**src/hdl/fsa_pkg.sv**
```systemverilog
// Shared types and constants for the fit strategy allocator.
// No dependencies; imported by fsa_cell and fit_strategy_allocator.
package fsa_pkg;

  // Default sizing
  localparam int MAX_SEGMENTS_DEF   = 64;
  localparam int POOL_ADDR_BITS_DEF = 20;

  // Result status codes
  localparam logic [2:0] STAT_OK       = 3'd0;
  localparam logic [2:0] STAT_NOFIT    = 3'd1;
  localparam logic [2:0] STAT_ZERO     = 3'd2;
  localparam logic [2:0] STAT_FULL     = 3'd3;
  localparam logic [2:0] STAT_NOTFOUND = 3'd4;

  // Fit rules
  localparam logic [1:0] FIT_FIRST = 2'd0;
  localparam logic [1:0] FIT_BEST  = 2'd1;
  localparam logic [1:0] FIT_WORST = 2'd2;
  localparam logic [1:0] FIT_NEXT  = 2'd3;

  // Commands
  localparam logic CMD_ALLOC = 1'b0;
  localparam logic CMD_FREE  = 1'b1;

  // Configuration register indexes
  localparam logic CFG_FIT_RULE   = 1'b0;
  localparam logic CFG_POOL_BYTES = 1'b1;

  // Table update broadcast to every cell
  typedef enum logic [2:0] {
    OP_NONE,
    OP_INIT,
    OP_MARK,
    OP_SPLIT,
    OP_FREE,
    OP_FREE_NEXT,
    OP_FREE_PREV,
    OP_FREE_BOTH
  } op_t;

  // Controller states
  typedef enum logic [1:0] {
    S_IDLE,
    S_SCAN,
    S_APPLY
  } state_t;

endpackage

```
**src/hdl/fsa_cell.sv**
```systemverilog
// One segment table entry plus one stage of the search chain.
// Depends on fsa_pkg; instantiated in a row by fit_strategy_allocator.
module fsa_cell import fsa_pkg::*; #(
  parameter int MAX_SEGMENTS   = MAX_SEGMENTS_DEF,
  parameter int POOL_ADDR_BITS = POOL_ADDR_BITS_DEF,
  parameter int IDX            = 0
) (
  input  logic                                clk,
  // update broadcast
  input  op_t                                 op,
  input  logic [$clog2(MAX_SEGMENTS)-1:0]     pick,
  input  logic [POOL_ADDR_BITS:0]             req,
  input  logic [POOL_ADDR_BITS-1:0]           p_start,
  input  logic [POOL_ADDR_BITS:0]             p_len,
  input  logic [POOL_ADDR_BITS:0]             n_len,
  input  logic [POOL_ADDR_BITS:0]             init_len,
  // search broadcast
  input  logic                                cmd,
  input  logic [1:0]                          rule,
  input  logic [POOL_ADDR_BITS-1:0]           addr,
  input  logic [$clog2(MAX_SEGMENTS)-1:0]     rover,
  input  logic [$clog2(MAX_SEGMENTS+1)-1:0]   count,
  // neighbor entries
  input  logic [POOL_ADDR_BITS-1:0]           l_start,
  input  logic [POOL_ADDR_BITS:0]             l_len,
  input  logic                                l_used,
  input  logic [POOL_ADDR_BITS-1:0]           r1_start,
  input  logic [POOL_ADDR_BITS:0]             r1_len,
  input  logic                                r1_used,
  input  logic [POOL_ADDR_BITS-1:0]           r2_start,
  input  logic [POOL_ADDR_BITS:0]             r2_len,
  input  logic                                r2_used,
  output logic [POOL_ADDR_BITS-1:0]           seg_start,
  output logic [POOL_ADDR_BITS:0]             seg_length,
  output logic                                seg_used,
  // search token in
  input  logic                                ti_f_found,
  input  logic [$clog2(MAX_SEGMENTS)-1:0]     ti_f_idx,
  input  logic [POOL_ADDR_BITS:0]             ti_f_len,
  input  logic [POOL_ADDR_BITS-1:0]           ti_f_start,
  input  logic                                ti_g_found,
  input  logic [$clog2(MAX_SEGMENTS)-1:0]     ti_g_idx,
  input  logic [POOL_ADDR_BITS:0]             ti_g_len,
  input  logic [POOL_ADDR_BITS-1:0]           ti_g_start,
  input  logic                                ti_last_used,
  input  logic [POOL_ADDR_BITS:0]             ti_last_len,
  input  logic                                ti_hit,
  input  logic                                ti_pv_free,
  input  logic [POOL_ADDR_BITS:0]             ti_pv_len,
  input  logic                                ti_nx_free,
  input  logic [POOL_ADDR_BITS:0]             ti_nx_len,
  // search token out
  output logic                                to_f_found,
  output logic [$clog2(MAX_SEGMENTS)-1:0]     to_f_idx,
  output logic [POOL_ADDR_BITS:0]             to_f_len,
  output logic [POOL_ADDR_BITS-1:0]           to_f_start,
  output logic                                to_g_found,
  output logic [$clog2(MAX_SEGMENTS)-1:0]     to_g_idx,
  output logic [POOL_ADDR_BITS:0]             to_g_len,
  output logic [POOL_ADDR_BITS-1:0]           to_g_start,
  output logic                                to_last_used,
  output logic [POOL_ADDR_BITS:0]             to_last_len,
  output logic                                to_hit,
  output logic                                to_pv_free,
  output logic [POOL_ADDR_BITS:0]             to_pv_len,
  output logic                                to_nx_free,
  output logic [POOL_ADDR_BITS:0]             to_nx_len
);

  localparam int IW = $clog2(MAX_SEGMENTS);
  localparam int CW = $clog2(MAX_SEGMENTS + 1);
  localparam logic [CW-1:0] MY = CW'(IDX);
  localparam logic [IW-1:0] MY_IDX = IW'(IDX);

  logic [CW-1:0] pk;
  logic          valid;
  logic          cand;
  logic          take_f;

  assign pk    = CW'(pick);
  assign valid = MY < count;

  // Candidate test and pick rule for this entry
  always_comb begin
    if (cmd == CMD_FREE) begin
      cand = valid && seg_used && (seg_start == addr);
    end else begin
      cand = valid && !seg_used && (seg_length >= req);
    end
    if (!ti_f_found) begin
      take_f = cand;
    end else if (cmd == CMD_ALLOC && rule == FIT_BEST) begin
      take_f = cand && (seg_length < ti_f_len);
    end else if (cmd == CMD_ALLOC && rule == FIT_WORST) begin
      take_f = cand && (seg_length > ti_f_len);
    end else begin
      take_f = 1'b0;
    end
  end

  // Advance the search token one cell
  always_ff @(posedge clk) begin
    to_last_used <= seg_used;
    to_last_len  <= seg_length;
    to_hit       <= take_f;
    if (take_f) begin
      to_f_found <= 1'b1;
      to_f_idx   <= MY_IDX;
      to_f_len   <= seg_length;
      to_f_start <= seg_start;
      to_pv_free <= (IDX != 0) && !ti_last_used;
      to_pv_len  <= ti_last_len;
    end else begin
      to_f_found <= ti_f_found;
      to_f_idx   <= ti_f_idx;
      to_f_len   <= ti_f_len;
      to_f_start <= ti_f_start;
      to_pv_free <= ti_pv_free;
      to_pv_len  <= ti_pv_len;
    end
    if (ti_hit) begin
      to_nx_free <= valid && !seg_used;
      to_nx_len  <= seg_length;
    end else begin
      to_nx_free <= ti_nx_free;
      to_nx_len  <= ti_nx_len;
    end
    if (!ti_g_found && cand && cmd == CMD_ALLOC && MY_IDX >= rover) begin
      to_g_found <= 1'b1;
      to_g_idx   <= MY_IDX;
      to_g_len   <= seg_length;
      to_g_start <= seg_start;
    end else begin
      to_g_found <= ti_g_found;
      to_g_idx   <= ti_g_idx;
      to_g_len   <= ti_g_len;
      to_g_start <= ti_g_start;
    end
  end

  // Update the entry: init, mark, split, free or merge, shifting with neighbors
  always_ff @(posedge clk) begin
    unique case (op)
      OP_INIT: begin
        seg_used <= 1'b0;
        if (IDX == 0) begin
          seg_start  <= '0;
          seg_length <= init_len;
        end
      end
      OP_MARK: begin
        if (MY == pk) seg_used <= 1'b1;
      end
      OP_SPLIT: begin
        if (MY == pk) begin
          seg_length <= req;
          seg_used   <= 1'b1;
        end else if (MY == pk + CW'(1)) begin
          seg_start  <= p_start + req[POOL_ADDR_BITS-1:0];
          seg_length <= p_len - req;
          seg_used   <= 1'b0;
        end else if (MY > pk + CW'(1)) begin
          seg_start  <= l_start;
          seg_length <= l_len;
          seg_used   <= l_used;
        end
      end
      OP_FREE: begin
        if (MY == pk) seg_used <= 1'b0;
      end
      OP_FREE_NEXT: begin
        if (MY == pk) begin
          seg_used   <= 1'b0;
          seg_length <= p_len + n_len;
        end else if (MY > pk) begin
          seg_start  <= r1_start;
          seg_length <= r1_len;
          seg_used   <= r1_used;
        end
      end
      OP_FREE_PREV: begin
        if (MY + CW'(1) == pk) begin
          seg_length <= seg_length + p_len;
        end else if (MY >= pk) begin
          seg_start  <= r1_start;
          seg_length <= r1_len;
          seg_used   <= r1_used;
        end
      end
      OP_FREE_BOTH: begin
        if (MY + CW'(1) == pk) begin
          seg_length <= seg_length + p_len + n_len;
        end else if (MY >= pk) begin
          seg_start  <= r2_start;
          seg_length <= r2_len;
          seg_used   <= r2_used;
        end
      end
      default: begin
        seg_used <= seg_used;
      end
    endcase
  end

endmodule

```
**config.mk**
```make
export PLATFORM = sky130hd
export DESIGN_NAME = fsa_cell
export DESIGN_NICKNAME = d
export VERILOG_FILES = /design/src/hdl/fsa_pkg.sv /design/src/hdl/fsa_cell.sv
export SDC_FILE = /design/constraint.sdc
export NUM_CORES = 1
export LEC_CHECK = 0
export CAP_MARGIN = 20
export CORE_AREA = 5 5 245 247
export CTS_BUF_LIST = sky130_fd_sc_hd__clkbuf_16
export DETAILED_ROUTE_END_ITERATION = 8
export DIE_AREA = 0 0 250 252
export DONT_BUFFER_PORTS = 1
export GPL_TIMING_DRIVEN = 0
export PLACE_DENSITY = 0.48
export SETUP_SLACK_MARGIN = 0.5
export SLEW_MARGIN = 20
export SYNTH_ARGS = -nofsm -noshare
export SYNTH_HDL_FRONTEND = slang
export SYNTH_SLANG_ARGS = --single-unit
```
**constraint.sdc**
```tcl
create_clock -name clk -period 6.5 [get_ports clk]
set_input_delay 0.975 -clock clk [delete_from_list [all_inputs] [get_ports clk]]
set_output_delay 0.975 -clock clk [all_outputs]
set_load 0.01 [all_outputs]
```
### After elaboration in Yosys (flattened, before gate mapping)

Index checks and enable logic that the tools add are counted.

| word-level totals | value |
|---|---|
| bits of input ports | 439 |
| output and inout bits | 205 |
| logic and storage cells | 121 |
| register bits | 205 |

| cells by class | value |
|---|---|
| muxes and demuxes | 43 |
| $lt $le $gt $ge | 8 |
| add/subtract/negate cells | 6 |
| reduce and logical (&&, ||, !) cells | 20 |
| eq/ne operators | 25 |
| bitwise logic cells | 1 |

Operator list:

| operator | number |
|---|---|
| 21-bit two-way mux | 13 |
| 20-bit two-way mux | 11 |
| 21-bit case mux with 5 select lines | 1 |
| 20-bit case mux with 5 select lines | 1 |
| 21-bit adder | 3 |
| 21-bit >= comparator | 1 |
| 21-bit > comparator | 1 |
| 21-bit < comparator | 1 |
| 21-bit subtractor | 1 |
| 20-bit adder | 1 |
| 20-bit equality test | 1 |
| 2-bit inequality test (second input constant) | 9 |
| 9-bit AND reduction | 2 |
| 1-bit two-way mux | 16 |
| 7-bit logical NOT | 2 |
| 3-bit equality test (second input constant) | 4 |
| 1-bit by 6-bit >= comparator with 1-bit output (first input constant) | 2 |
| 3-bit inequality test (second input constant) | 4 |
| 1-bit logical AND | 11 |
| 6-bit by 1-bit adder with 7-bit output (second input constant) | 1 |
| 1-bit by 7-bit > comparator with 1-bit output (first input constant) | 1 |
| 1-bit by 7-bit < comparator with 1-bit output (first input constant) | 1 |
| 1-bit case mux with 7 select lines | 1 |
| 7-bit nonzero test | 1 |
| 11 further kinds | 13 |

### Logic depth before layout (Yosys ltp)

| depth | value |
|---|---|
| word-level depth | 9 |
| mapped depth | 19 |
| gate-level depth less buffers | 19 |

### Least setup slack after synthesis

Ideal clock, no wire load.

| timing | value |
|---|---|
| kind | input-to-reg |
| start point | in p_len[0] |
| end point | reg seg_length[17], data pin |
| data required time | 6,232 ps |
| path slack | 1,902 ps |
| buffers on the path | 0 |
| data arrival time | 4,331 ps |
| library setup time | 268 ps |
| stages on the path | 18 |
| cell sequence | ha_1 -> inv_1 -> fa_1 -> nor2b_1 -> o31a_1 -> or2_2 -> a31oi_1 -> xnor2_1 -> ha_1 -> and3_1 -> nor4bb_1 -> a221oi_1 -> o31ai_1 -> o211ai_1 -> nor2b_1 -> xnor2_1 -> a221oi_1 -> a31oi_1 |

| on the way | value |
|---|---|
| longest elaborated chain between the ends | 4 |
| elaborated cells on any way between the ends | 10 |
| classes of those cells | add/sub (4); mux (6) |

Ends and longest elaborated chain:

| item | line | RTL |
|---|---|---|
| from (decl) | fsa_cell.sv:14 | `input logic [POOL_ADDR_BITS:0] p_len,` |
| 21-bit adder or 21-bit subtractor (tied branches) | fsa_cell.sv:183, fsa_cell.sv:192, fsa_cell.sv:160 |  |
| 21-bit adder or 21-bit two-way mux (tied branches) | fsa_cell.sv:192, fsa_cell.sv:158 |  |
| 21-bit two-way mux, on equally long branches | fsa_cell.sv:191, fsa_cell.sv:155 |  |
| 21-bit case mux with 5 select lines * | fsa_cell.sv:143 | `unique case (op)` |
| to (signal assigned) | fsa_cell.sv:183 | `seg_length <= seg_length + p_len;` |
| to (signal assigned) | fsa_cell.sv:186 | `seg_length <= r1_len;` |
| to (signal assigned) | fsa_cell.sv:192 | `seg_length <= seg_length + p_len + n_len;` |
| to (decl) | fsa_cell.sv:34 | `output logic [POOL_ADDR_BITS:0] seg_length,` |

Mark *: on every way between the ends. The rest lies on a longest branch, timed or not.
A chain may end at the register's enable or synchronous reset.

### Worst setup path in the final report

| timing | value |
|---|---|
| start point | reg seg_length[1] |
| end point | reg seg_length[17], data pin |

| on the way | value |
|---|---|
| longest elaborated chain between the ends | 4 |
| elaborated cells on any way between the ends | 5 |
| classes of those cells | add/sub (2); mux (3) |

Ends and longest elaborated chain:

| item | line | RTL |
|---|---|---|
| from (signal assigned) | fsa_cell.sv:148 | `seg_length <= init_len;` |
| from (signal assigned) | fsa_cell.sv:156 | `seg_length <= req;` |
| from (signal assigned) | fsa_cell.sv:160 | `seg_length <= p_len - req;` |
| 21-bit adder * | fsa_cell.sv:183, fsa_cell.sv:192 |  |
| 21-bit adder | fsa_cell.sv:192 |  |
| 21-bit two-way mux | fsa_cell.sv:191 | `if (MY + CW'(1) == pk) begin` |
| 21-bit case mux with 5 select lines * | fsa_cell.sv:143 |  |

Marks and branches as above.

==> metrics.txt <==
Power per Cell Area 266 nW/um^2; status completed; Die ar. 63,000 um^2; Post-synth top cells dfxtp_1, ha_1, nand2_1; Final GP Congestion 0.982; worst vdd ir 170 uV; gate count of the mapped netlist 1,549; register-to-register setup slack 0.92 ns; Synth top area share 0.225; EDFF count, synth 42; Final Skew 0.0214 ns; die height 252 um; core area 57,400 um^2; vias in the first global route 12,600; Setup Buffers After CTS 0; clk sinks 205; Synth Flop Type dfxtp_1; Clk Latency, worst-skew pair 0.55 ns; f_max 0.179 GHz; number of synthesized register bits 205; via count 12,900; reg2reg end seg_length[17]; crit share post-route 0.859; reg-to-reg startpoint seg_length[1]; depth of the most critical reg-to-reg path 17; Layout area overhead 12.0%; CP max FO 8; Worst EP arrival 5.85 ns; critical path class reg2reg; hold buffers post-CTS 0; CTS tree yes; area used by multi-input combinational logic 9460 um^2; TNS Setup 0 ns; Final Core Density 0.283; actual slew at the worst max-slew pin 1.13 ns; yosys warns 0; # IOs 644; DR WL/cell 32.2 um; Final #Nets 2,166; RSZ-0062 raised after global routing false; CTS Buffer Depth 3; Static Leak 6.64 nW; initial DRC count 1,033; dominant cell type by area after synthesis dfxtp_1; CP endpoint seg_length[17]; initial antenna violation count 19; headroom to the max-slew limit 0.239; total power 4.32 mW; Synth async-reset ratio 0; CP startpoint seg_length[1]; Remaining DRCs 0; root buffer cell clkbuf_16; drt pass-1 iters 5; Die Width 250 um; Post-Syn Area 14,500 um^2; Initial Util 0.252; largest net degree at the start of global routing 17; Worst EP required 6.77 ns; clock slew at reported path FFs 0.06 ns; crit path capture type flop; Post-Route WL 76.0 mm; PortBufs 0; number of core rows 88; final hold vios 0; gr usage total 0.224; Synth Area per Inst 9.35 um^2; Post-DRT Antenna Nets 0; leading post-synthesis cells by cell area dfxtp_1, ha_1, edfxtp_1; share of layout cells above drive strength 1 0.119; post-synthesis sequential area ratio 0.312; vias per cell 5.44; Distinct cells, synth 75; Max Cap Violations 0; post-DP HPWL 64.4 mm; CP Launch Type flop; setup violators final 0; Register Area 4520 um^2; Final Critical Period 5.58 ns; fill count 6,083; H-Tree Level Count 1; max-slew violation count 0; Worst Hold Class in2reg; count leader, synth dfxtp_1; global-route wire length before repair 102 mm; total grt overflow 0; CTS Buf Count 23; syn_nets 2,139
==> routing by layer <==
layer / track usage / vias up / part of all wire
li1: - / 5836 / -
met1: 0.269 / 6259 / 0.39
met2: 0.380 / 655 / 0.47
met3: 0.0839 / 102 / 0.11
met4: 0.0571 / 16 / 0.025
met5: 0 / - / 0.0014
==> placed cells by master, fill, tap and decap left out, types with 14 or more instances in the layout <==
cell / count
nand3_1: 28
a21o_1: 39
o21a_1: 25
clkbuf_1: 34
nor2_1: 89
nand2_1: 120
inv_1: 70
a31oi_1: 16
edfxtp_1: 42
mux2_2: 65
ha_1: 146
nor3_1: 25
mux2i_1: 14
o211ai_1: 14
clkbuf_16: 23
dfxtp_1: 163
mux2_4: 60
nor2b_1: 27
a211oi_1: 14
a221oi_1: 20
a21oi_1: 110
xnor2_1: 53
a22o_1: 25
o21ai_0: 96
xor2_1: 48
nand4_1: 20
==> kinds of logic (layout without fill, tap and decap cells) <==
family / Yosys count / after routing / synth area share
AOI/OAI and AO/OA: 457 / 457 / 0.211
and+or+nand+nor: 376 / 376 / 0.123
DFF: 205 / 205 / 0.312
adders and majority gates: 151 / 151 / 0.133
muxes: 140 / 140 / 0.123
buffers and inverters: 119 / 161 / 0.0354
xor gates and xnor gates: 101 / 101 / 0.0611
other: 0 / 8 / 0
==> area by class of cell <==
class,count,share of cell area
clock inverter,17,0.00756
timing repair buffer,2,0.00262
buffer,53,0.0164
clock buffer,23,0.0355
tap,765,0.0590
inverter,66,0.0153
multi-input combinational,1225,0.583
sequential,205,0.279
antenna,8,0.00123
==> worst min-delay path by stage <==
stage                        startpoint        endpoint  depth (start not counted)
after floorplan                seg_used    to_last_used                          0
after global placement    seg_start[13]  to_f_start[13]                          1
after detailed placement  seg_start[13]  to_f_start[13]                          1
after CTS                    ti_f_found      to_f_found                          1
after global routing         ti_f_found      to_f_found                          1
final                        ti_f_found      to_f_found                          1
==> critical path, stage by stage (launching register included) <==
cell and delay (ns):
edfxtp_1 0.82, inv_1 0.32, fa_1 0.51, nor2b_1 0.19
o31a_1 0.28, or2_2 0.17, a31oi_1 0.10, xnor2_1 0.18
ha_1 0.36, nand2_1 0.10, o21ai_0 0.56, a221oi_2 0.25
o31ai_1 0.43, o211ai_1 0.25, nor2b_1 0.20, xnor2_1 0.12
a221oi_1 0.27, a31oi_1 0.17
==> per-stage QoR <==
step	hold slack [ns]	instance area, um^2	setup WS [ns]	cells
final	0.546	16200	0.917	2364
after CTS	0.503	16200	0.711	2356
after floorplan	0.477	14500	1.90	1549
after detailed placement	0.682	15500	0.750	2316
after global routing	0.515	16200	0.614	2359
after global placement	0.684	15400	0.602	2314
==> sequential cells by signal, indices dropped and copies added (netlist names) <==
name	cells
seg_length	21
seg_start	20
seg_used	1
to_f_found	1
to_f_idx	6
to_f_len	21
to_f_start	20
to_g_found	1
to_g_idx	6
to_g_len	21
to_g_start	20
to_hit	1
to_last_len	21
to_last_used	1
to_nx_free	1
to_nx_len	21
to_pv_free	1
to_pv_len	21
==> power by group <==
part	switching [mW]	internal, mW
sequential	0.254	1.44
clock	0.578	0.687
combinational	0.767	0.593
total	1.60	2.72
==> what timing repair did <==
action	in CTS	in global routing
endpoints found under the setup margin	0	2
gates resized for setup	0	1
endpoints found under the hold margin	0	0
Note: power is estimated with default switching activity, not from simulation.
